[config.mk]
export PLATFORM = sky130hd
export DESIGN_NAME = uart_ring_buffers_with_flow_control_top_flat
export DESIGN_NICKNAME = d
export VERILOG_FILES = /design/src/rtl/ufc_pkg.sv /design/src/rtl/ufc_chan_if.sv /design/src/rtl/ufc_ram.sv /design/src/rtl/ufc_cfg.sv /design/src/rtl/uart_ring_buffers_with_flow_control_top.sv /design/src/flat_wrapper.sv
export SDC_FILE = /design/constraint.sdc
export NUM_CORES = 1
export LEC_CHECK = 0
export BUFFER_PORTS_ARGS = -buffer_cell sky130_fd_sc_hd__clkbuf_2
export CORE_MARGIN = 1
export CORE_UTILIZATION = 45
export CTS_CLUSTER_SIZE = 14
export DETAILED_ROUTE_END_ITERATION = 16
export HOLD_SLACK_MARGIN = 0.1
export PLACE_DENSITY = 0.65
export SETUP_SLACK_MARGIN = 0.2
export SLEW_MARGIN = 20
export SYNTH_ARGS = -nofsm -noshare
export SYNTH_HDL_FRONTEND = slang
export SYNTH_SLANG_ARGS = --single-unit
[constraint.sdc]
create_clock -name clk -period 3.4 [get_ports clk]
set_clock_uncertainty 0.1 [all_clocks]
set_input_delay 1.02 -clock clk [delete_from_list [all_inputs] [get_ports clk]]
set_output_delay 1.02 -clock clk [all_outputs]
set_load 0.02 [all_outputs]
[src/rtl/ufc_pkg.sv]
// Shared types and constants for the buffered serial port core.
`timescale 1ns / 1ps
`default_nettype none
package ufc_pkg;

	typedef enum logic [2:0] {
		ACT_WRITE    = 3'd0,
		ACT_READ     = 3'd1,
		ACT_RECV     = 3'd2,
		ACT_TX_DONE  = 3'd3,
		ACT_RESTART  = 3'd4,
		ACT_CLEAR_RX = 3'd5,
		ACT_FLUSH    = 3'd6,
		ACT_NONE     = 3'd7
	} action_t;

	typedef struct packed {
		action_t    action;
		logic [7:0] data_byte;
		logic       line_error;
		logic       cts_blocked;
	} cmd_t;

	typedef struct packed {
		logic       accepted;
		logic [7:0] read_data;
		logic       tx_valid;
		logic [7:0] tx_byte;
		logic       rts_hold;
		logic [5:0] tx_free;
		logic [5:0] rx_count;
	} rsp_t;

	localparam logic [1:0] CFG_IGNORE_CTS = 2'd0;
	localparam logic [1:0] CFG_RX_STOP    = 2'd1;
	localparam logic [1:0] CFG_RX_START   = 2'd2;

	typedef struct packed {
		logic [1:0] addr;
		logic [5:0] data;
	} cfg_wr_t;

	typedef struct packed {
		logic       ignore_cts;
		logic [5:0] rx_stop_level;
		logic [5:0] rx_start_level;
	} cfg_regs_t;

	localparam logic       RST_IGNORE_CTS = 1'b0;
	localparam logic [5:0] RST_RX_STOP    = 6'd8;
	localparam logic [5:0] RST_RX_START   = 6'd32;

endpackage
`default_nettype wire

[src/rtl/ufc_chan_if.sv]
// Valid/ready channel interface with a typed payload.
`timescale 1ns / 1ps
`default_nettype none
interface ufc_chan_if #(parameter type payload_t = logic);
	logic     valid;
	logic     ready;
	payload_t payload;

	modport source (output valid, output payload, input ready);
	modport sink (input valid, input payload, output ready);
endinterface
`default_nettype wire

[src/rtl/ufc_ram.sv]
// Single-port-write, single-port-read synchronous RAM with registered read data.
`timescale 1ns / 1ps
`default_nettype none
module ufc_ram #(
	parameter int DEPTH = 64,
	parameter int WIDTH = 8
) (
	input  wire logic                     clk,
	input  wire logic                     we,
	input  wire logic [$clog2(DEPTH)-1:0] waddr,
	input  wire logic [WIDTH-1:0]         wdata,
	input  wire logic                     re,
	input  wire logic [$clog2(DEPTH)-1:0] raddr,
	output logic      [WIDTH-1:0]         rdata
);
	logic [WIDTH-1:0] mem [DEPTH];

	always_ff @(posedge clk) begin
		if (we) begin
			mem[waddr] <= wdata;
		end
		if (re) begin
			rdata <= mem[raddr];
		end
	end
endmodule
`default_nettype wire

[src/rtl/ufc_cfg.sv]
// Configuration register file for CTS handling and RTS thresholds.
`timescale 1ns / 1ps
`default_nettype none
module ufc_cfg import ufc_pkg::*; (
	input  wire logic  clk,
	input  wire logic  arst_n,
	ufc_chan_if.sink   cfg,
	output cfg_regs_t  regs
);
	assign cfg.ready = 1'b1;

	always_ff @(posedge clk or negedge arst_n) begin
		if (!arst_n) begin
			regs.ignore_cts     <= RST_IGNORE_CTS;
			regs.rx_stop_level  <= RST_RX_STOP;
			regs.rx_start_level <= RST_RX_START;
		end else if (cfg.valid) begin
			case (cfg.payload.addr)
				CFG_IGNORE_CTS: regs.ignore_cts     <= cfg.payload.data[0];
				CFG_RX_STOP:    regs.rx_stop_level  <= cfg.payload.data;
				CFG_RX_START:   regs.rx_start_level <= cfg.payload.data;
				default: ;
			endcase
		end
	end
endmodule
`default_nettype wire

[src/rtl/uart_ring_buffers_with_flow_control_top.sv]
// Top level: transmit and receive rings in RAM with RTS/CTS flow control.
//
//  channel  dir  payload     beat happens when
//  cmd      in   cmd_t       cmd.valid && cmd.ready
//  rsp      out  rsp_t       rsp.valid && rsp.ready
//  cfg      in   cfg_wr_t    cfg.valid && cfg.ready (always ready)
//
// Each command has an accept step and an execute step: the accept step reads both ring RAMs at their tails,
// and the execute step uses the read data, writes back and loads the result register.
// A new command is not accepted until the current one has executed, since the RAM read data is registered.
// Execute stalls while the result register is full and not being taken.
// Reset clears pointers, counts, flags and configuration; the RAMs are not cleared.
`timescale 1ns / 1ps
`default_nettype none
module uart_ring_buffers_with_flow_control_top import ufc_pkg::*; #(
	parameter int TX_DEPTH = 64,
	parameter int RX_DEPTH = 64
) (
	input  wire logic clk,
	input  wire logic arst_n,
	ufc_chan_if.sink   cmd,
	ufc_chan_if.source rsp,
	ufc_chan_if.sink   cfg
);
	localparam int TPW = $clog2(TX_DEPTH);
	localparam int RPW = $clog2(RX_DEPTH);
	localparam int TCW = (TPW > 6) ? TPW : 6;
	localparam int RCW = (RPW > 6) ? RPW : 6;
	localparam logic [TPW-1:0] TX_CAP  = TPW'(TX_DEPTH - 1);
	localparam logic [RPW-1:0] RX_CAP  = RPW'(RX_DEPTH - 1);

	typedef enum logic {S_IDLE, S_EXEC} state_t;

	state_t         state_q;
	cmd_t           item_s1;
	rsp_t           out_q;
	logic           out_valid_q;
	logic [TPW-1:0] tx_head_q, tx_tail_q, tx_used_q;
	logic [RPW-1:0] rx_head_q, rx_tail_q, rx_used_q;
	logic           hold_q, tx_busy_q;

	logic [TPW-1:0] tx_head_n, tx_tail_n, tx_used_n;
	logic [RPW-1:0] rx_head_n, rx_tail_n, rx_used_n;
	logic           hold_n, tx_busy_n;
	logic           tx_we, rx_we, accept, fire, may_send;
	logic [7:0]     tx_rdata, rx_rdata;
	logic [TPW-1:0] tx_free_n;
	logic [TCW-1:0] tx_free_x;
	logic [RCW-1:0] rx_used_x;
	rsp_t           nxt;
	cfg_regs_t      regs;

	ufc_cfg u_cfg (
		.clk    (clk),
		.arst_n (arst_n),
		.cfg    (cfg),
		.regs   (regs)
	);

	assign cmd.ready   = (state_q == S_IDLE);
	assign accept      = cmd.valid && cmd.ready;
	assign fire        = (state_q == S_EXEC) && (!out_valid_q || rsp.ready);
	assign rsp.valid   = out_valid_q;
	assign rsp.payload = out_q;

	ufc_ram #(.DEPTH(TX_DEPTH), .WIDTH(8)) u_tx_ram (
		.clk   (clk),
		.we    (tx_we),
		.waddr (tx_head_q),
		.wdata (item_s1.data_byte),
		.re    (accept),
		.raddr (tx_tail_q),
		.rdata (tx_rdata)
	);

	ufc_ram #(.DEPTH(RX_DEPTH), .WIDTH(8)) u_rx_ram (
		.clk   (clk),
		.we    (rx_we),
		.waddr (rx_head_q),
		.wdata (item_s1.data_byte),
		.re    (accept),
		.raddr (rx_tail_q),
		.rdata (rx_rdata)
	);

	function automatic logic [TPW-1:0] tx_next(input logic [TPW-1:0] p);
		return (p == TX_CAP) ? '0 : p + 1'b1;
	endfunction

	function automatic logic [RPW-1:0] rx_next(input logic [RPW-1:0] p);
		return (p == RX_CAP) ? '0 : p + 1'b1;
	endfunction

	assign may_send = regs.ignore_cts || !item_s1.cts_blocked;

	always_comb begin
		tx_head_n = tx_head_q;
		tx_tail_n = tx_tail_q;
		tx_used_n = tx_used_q;
		rx_head_n = rx_head_q;
		rx_tail_n = rx_tail_q;
		rx_used_n = rx_used_q;
		hold_n    = hold_q;
		tx_busy_n = tx_busy_q;
		tx_we     = 1'b0;
		rx_we     = 1'b0;
		nxt       = '0;
		case (item_s1.action)
			ACT_WRITE: begin
				if (tx_used_q != TX_CAP) begin
					tx_we        = fire;
					tx_head_n    = tx_next(tx_head_q);
					tx_used_n    = tx_used_q + 1'b1;
					nxt.accepted = 1'b1;
					if (may_send && !tx_busy_q) begin
						nxt.tx_valid = 1'b1;
						nxt.tx_byte  = (tx_used_q == '0) ? item_s1.data_byte : tx_rdata;
						tx_tail_n    = tx_next(tx_tail_q);
						tx_used_n    = tx_used_q;
						tx_busy_n    = 1'b1;
					end
				end
			end
			ACT_READ: begin
				if (rx_used_q != '0) begin
					nxt.accepted  = 1'b1;
					nxt.read_data = rx_rdata;
					rx_tail_n     = rx_next(rx_tail_q);
					rx_used_n     = rx_used_q - 1'b1;
					if (RCW'(RX_CAP - rx_used_n) > RCW'(regs.rx_start_level)) begin
						hold_n = 1'b0;
					end
				end else begin
					hold_n = 1'b0;
				end
			end
			ACT_RECV: begin
				if (!item_s1.line_error && rx_used_q != RX_CAP) begin
					rx_we     = fire;
					rx_head_n = rx_next(rx_head_q);
					rx_used_n = rx_used_q + 1'b1;
					if (RCW'(RX_CAP - rx_used_n) < RCW'(regs.rx_stop_level)) begin
						hold_n = 1'b1;
					end
				end
			end
			ACT_TX_DONE: begin
				tx_busy_n = 1'b0;
				if (may_send && tx_used_q != '0) begin
					nxt.tx_valid = 1'b1;
					nxt.tx_byte  = tx_rdata;
					tx_tail_n    = tx_next(tx_tail_q);
					tx_used_n    = tx_used_q - 1'b1;
					tx_busy_n    = 1'b1;
				end
			end
			ACT_RESTART: begin
				if (may_send && !tx_busy_q && tx_used_q != '0) begin
					nxt.tx_valid = 1'b1;
					nxt.tx_byte  = tx_rdata;
					tx_tail_n    = tx_next(tx_tail_q);
					tx_used_n    = tx_used_q - 1'b1;
					tx_busy_n    = 1'b1;
				end
			end
			ACT_CLEAR_RX: begin
				rx_head_n = '0;
				rx_tail_n = '0;
				rx_used_n = '0;
				hold_n    = 1'b0;
			end
			ACT_FLUSH: begin
				tx_head_n = '0;
				tx_tail_n = '0;
				tx_used_n = '0;
				rx_head_n = '0;
				rx_tail_n = '0;
				rx_used_n = '0;
			end
			default: ;
		endcase
		tx_free_n    = TX_CAP - tx_used_n;
		tx_free_x    = TCW'(tx_free_n);
		rx_used_x    = RCW'(rx_used_n);
		nxt.rts_hold = hold_n;
		nxt.tx_free  = tx_free_x[5:0];
		nxt.rx_count = rx_used_x[5:0];
	end

	always_ff @(posedge clk or negedge arst_n) begin
		if (!arst_n) begin
			state_q     <= S_IDLE;
			item_s1     <= '0;
			out_q       <= '0;
			out_valid_q <= 1'b0;
			tx_head_q   <= '0;
			tx_tail_q   <= '0;
			tx_used_q   <= '0;
			rx_head_q   <= '0;
			rx_tail_q   <= '0;
			rx_used_q   <= '0;
			hold_q      <= 1'b0;
			tx_busy_q   <= 1'b0;
		end else begin
			if (fire) begin
				out_valid_q <= 1'b1;
			end else if (rsp.ready) begin
				out_valid_q <= 1'b0;
			end
			case (state_q)
				S_IDLE: begin
					if (accept) begin
						item_s1 <= cmd.payload;
						state_q <= S_EXEC;
					end
				end
				S_EXEC: begin
					if (fire) begin
						out_q       <= nxt;
						tx_head_q   <= tx_head_n;
						tx_tail_q   <= tx_tail_n;
						tx_used_q   <= tx_used_n;
						rx_head_q   <= rx_head_n;
						rx_tail_q   <= rx_tail_n;
						rx_used_q   <= rx_used_n;
						hold_q      <= hold_n;
						tx_busy_q   <= tx_busy_n;
						state_q     <= S_IDLE;
					end
				end
				default: state_q <= S_IDLE;
			endcase
		end
	end

	a_exec_stalls: assert property (@(posedge clk) disable iff (!arst_n)
		(state_q == S_EXEC && out_valid_q && !rsp.ready) |=> (state_q == S_EXEC))
		else $error("execute stage advanced while result register was blocked");

	a_tx_empty_ptrs: assert property (@(posedge clk) disable iff (!arst_n)
		(tx_used_q == '0) |-> (tx_head_q == tx_tail_q))
		else $error("transmit ring empty but pointers differ");

	a_rx_empty_ptrs: assert property (@(posedge clk) disable iff (!arst_n)
		(rx_used_q == '0) |-> (rx_head_q == rx_tail_q))
		else $error("receive ring empty but pointers differ");

	a_launch_busy: assert property (@(posedge clk) disable iff (!arst_n)
		(fire && nxt.tx_valid) |=> tx_busy_q)
		else $error("byte launched without marking transmitter busy");

endmodule
`default_nettype wire

[src/flat_wrapper.sv]
// flat-port wrapper written by rule: the top's interface ports become plain ports
module uart_ring_buffers_with_flow_control_top_flat import ufc_pkg::*;
#(
	parameter int TX_DEPTH = 64,
	parameter int RX_DEPTH = 64
)
  (clk, arst_n, cmd_valid, cmd_payload, cmd_ready, rsp_valid, rsp_payload, rsp_ready, cfg_valid, cfg_payload, cfg_ready);
  ufc_chan_if #(.payload_t(cmd_t)) cmd_i ();
  ufc_chan_if #(.payload_t(rsp_t)) rsp_i ();
  ufc_chan_if #(.payload_t(cfg_wr_t)) cfg_i ();
  input  wire logic clk;
  input  wire logic arst_n;
  input wire logic [$bits(cmd_i.valid)-1:0] cmd_valid;
  input wire logic [$bits(cmd_i.payload)-1:0] cmd_payload;
  output wire logic [$bits(cmd_i.ready)-1:0] cmd_ready;
  output wire logic [$bits(rsp_i.valid)-1:0] rsp_valid;
  output wire logic [$bits(rsp_i.payload)-1:0] rsp_payload;
  input wire logic [$bits(rsp_i.ready)-1:0] rsp_ready;
  input wire logic [$bits(cfg_i.valid)-1:0] cfg_valid;
  input wire logic [$bits(cfg_i.payload)-1:0] cfg_payload;
  output wire logic [$bits(cfg_i.ready)-1:0] cfg_ready;
  assign cmd_i.valid = cmd_valid;
  assign cmd_i.payload = cmd_payload;
  assign cmd_ready = cmd_i.ready;
  assign rsp_valid = rsp_i.valid;
  assign rsp_payload = rsp_i.payload;
  assign rsp_i.ready = rsp_ready;
  assign cfg_i.valid = cfg_valid;
  assign cfg_i.payload = cfg_payload;
  assign cfg_ready = cfg_i.ready;
  uart_ring_buffers_with_flow_control_top #(.TX_DEPTH(TX_DEPTH), .RX_DEPTH(RX_DEPTH)) u_core (.clk(clk), .arst_n(arst_n), .cmd(cmd_i), .rsp(rsp_i), .cfg(cfg_i));
endmodule
==> results.py <==
metrics = {
    "placement": {
        "place_congestion": 0.910,
        "portBuffers": 58,
        "placed_area_mm2": 0.0482,
        "dp_cells": 3759,
        "dp_hpwl_um": 66700,
    },
    "routing": {
        "met3_length_um": 8880,
        "drt-pass1-iter-count": 6,
        "drt-vias-per-instance": 5.97,
        "dr_total_vias": 23600,
        "wl_per_cell_um": 26.7,
        "drt_wl_total_um": 106000,
        "ant_nets": 0,
        "post-route-drc-count": 0,
        "topRoutingLayerUsed": "met5",
        "drtIter0Drc": 2618,
        "m1WireLength_um": 45100,
        "wl_met2_um": 49500,
    },
    "power": {
        "powerDensity_mw_per_mm2": 751,
        "total_power_w": 0.0388,
        "p_leak_nw": 16.8,
        "ir_drop_mv": 0.470,
    },
    "finish": {
        "drive_gt1_share_pct": 28.6,
        "n_fill_cell": 7640,
        "finalNonFillerCells": 3956,
        "finalNetCount": 2627,
        "final_util_pct": 52.3,
        "final_area_mm2": 0.0516,
        "layout_commonest_cell": "edfxtp_1",
        "area_growth_pct": 14.6,
        "final_cell_mix": "edfxtp_1, mux4_2, buf_4",
    },
    "global_routing": {
        "grt_pass1_wl_um": 159000,
        "track_usage_pct": 21.1,
        "grt_pass1_vias": 24300,
        "overflow": 0,
        "antenna_found_initial": 4,
        "grt_max_degree": 88,
    },
    "floorplan": {
        "core_area_mm2": 0.0987,
        "die_w_um": 318,
        "die-area_mm2": 0.101,
        "fp-row-count": 115,
        "die_h_um": 318,
        "ios": 60,
        "start_util_pct": 45.6,
    },
    "yosys": {
        "ys_seq_area_share_pct": 74.4,
        "synth_compound_area_share_pct": 4.67,
        "synth_top_area_share_pct": 69.4,
        "synth-xor-area-share_pct": 0.175,
        "synth.cell_area_mm2": 0.0450,
        "muxShareOfSynthArea_pct": 14.2,
        "syn_area_per_cell_um2": 19.3,
        "synth-edff-count": 1040,
        "yosys_most_used_dff": "edfxtp_1",
        "synthSimpleGateAreaFrac_pct": 4.23,
        "synthAdderAreaFrac_pct": 0.556,
        "ys_ff_latch": 1130,
        "syn_inst": 2336,
        "synth_top_family_by_area": "multiplexers",
        "netlist.top_cell.by_area": "edfxtp_1",
        "async_reset_ff_share_pct": 7.96,
        "syn_nets": 2382,
        "synth.area.top_cells": "edfxtp_1, mux4_2, dfrtp_1",
        "synth.distinct_cells": 73,
        "ys_warn_count": 0,
    },
    "sta": {
        "setup_tns_ns": 0,
        "max_freq_mhz": 332,
        "finalHoldViolCount": 0,
        "maxSlewHeadroom_pct": 33.2,
        "post-route-min-period_ns": 3.01,
        "rsz0062_at_grt": "false",
        "post-route-period-util_pct": 88.7,
        "setup_viol": 0,
        "finalMaxSlewViolations": 0,
        "tightest_slew_ns": 1.00,
    },
    "critical_path": {
        "crit_buf_inv": 0,
        "max_stage_delay_ns": 0.50,
        "crit_path_start_kind": "flip-flop",
        "cp_slowest_cell": "dfrtp_1",
        "worstPathCellList": "or3_1 > nor3_1 > xnor2_1 > ha_1 > and4_1 > and3_1 > a31oi_2 > o221ai_1 > mux2_1",
        "cp_top_family": "simple AND/OR/NAND/NOR gates",
        "crit_fanout": 9,
        "crit_path_end_kind": "flip-flop",
        "required_ns": 3.85,
        "crit_type": "reg -> reg",
        "worstRegToRegCells": 9,
        "arrival_ns": 3.46,
        "cp_num_cells": 9,
    },
    "clock_network": {
        "clock_path_buffers": 3,
        "h-tree-depth": 3,
        "cts_hold_buf": 0,
        "cts_buffers": 105,
        "clk-insertion-delay-late_ns": 0.67,
        "cts.clk_slew.worst_paths_ns": 0.06,
        "cts-root-buf": "clkbuf_16",
        "tritoncts": "built",
        "cts_sinks": 1130,
    },
    "flow_run": {
        "maxCapViolations": 0,
    },
    "worst_hold_path": {
        "min_path_type": "in -> async",
    },
    "outcome": {
        "status": "finished, final reports clean",
    },
}
flip-flops by register name (all words and copies together) (netlist names):
| signal | flops |
|---|---|
| u_core.u_rx_ram.mem | 512 |
| u_core.u_tx_ram.mem | 512 |
| u_core.rsp.payload | 30 |
| u_core.item_s1 | 13 |
| u_core.u_cfg.regs | 13 |
| u_core.u_rx_ram.rdata | 8 |
| u_core.u_tx_ram.rdata | 8 |
| u_core.rx_head_q | 6 |
| u_core.rx_tail_q | 6 |
| u_core.tx_head_q | 6 |
| u_core.tx_tail_q | 6 |
| u_core.tx_used_q | 6 |
| u_core.hold_q | 1 |
| u_core.rsp.valid | 1 |
| u_core.state_q | 1 |
| u_core.tx_busy_q | 1 |
logic make-up after synthesis:
group                    after synthesis
flip-flops                          1130
AND/OR/NAND/NOR                      397
AO/OA/AOI/OAI                        310
multiplexers                         300
buffers and inverters                169
adder cells (fa/ha/maj)               20
XOR/XNOR                               9
other                                  1
worst reg2reg max path, cell delays in order (launching register included):
cell      delay [ns]
dfrtp_1         0.50
or3_1           0.48
nor3_1          0.22
xnor2_1         0.19
ha_1            0.31
and4_1          0.22
and3_1          0.19
a31oi_2         0.21
o221ai_1        0.17
mux2_1          0.33
where the power goes:
part	switching, W	internal, W	total, W
clock	0.00495	0.00653	0.0115
combinational	0.00537	0.00437	0.00974
sequential	0.00113	0.0164	0.0175
total	0.0115	0.0273	0.0388
cell usage after synthesis, types with 22 or more instances:
cell,number
edfxtp_1,1040
mux4_2,268
nor2_1,171
dfrtp_1,88
a22oi_1,83
nand2_1,77
clkbuf_1,69
a21oi_1,61
o21ai_0,52
nand3_1,28
inv_1,27
mux2_2,27
buf_1,22
buf_2,22
final timing paths:
kind	start	end	slack (ns)
max	u_core.rsp.payload[3]	u_core.hold_q	0.39
min	arst_n	u_core.item_s1[7]	0.38
max reg2reg	u_core.rsp.payload[3]	u_core.hold_q	0.39
min reg2reg	u_core.u_tx_ram.rdata[2]	u_core.rsp.payload[15]	0.39
max in group asynchronous	arst_n	u_core.rsp.payload[5]	1.98
min in group clk	u_core.u_tx_ram.rdata[2]	u_core.rsp.payload[15]	0.39
routing by layer:
metal	vias to the layer above	track usage [%]
li1	10100	-
met3	150	4.03
met1	12400	30.7
met4	4	6.12
met5	-	0
met2	1023	32.5
area by class of cell:
type / instances / area, um2 / share of cell area, %
clock buffers: 134 / 2820 / 5.46
repair buffers: 280 / 2240 / 4.34
clock inverters: 60 / 528 / 1.02
diodes: 1 / 2.50 / 0.00485
well taps: 1287 / 1610 / 3.12
inverters: 27 / 101 / 0.196
flip-flops and latches: 1130 / 33500 / 65.0
multi-input cells: 1037 / 10800 / 20.9
repair_timing:
item,CTS,global route
setup buffers,0,1
setup endpoints to repair,0,17
resized for setup,0,2
through the flow:
step           setup WS [ns]  hold slack [ns]
3_3_place_gp           0.119            0.359
4_1_cts                0.248            0.388
3_5_place_dp           0.105            0.377
2_1_floorplan          0.445            0.356
6_report               0.385            0.380
5_1_grt                0.229            0.400
Power figures use the tool's default switching activity.
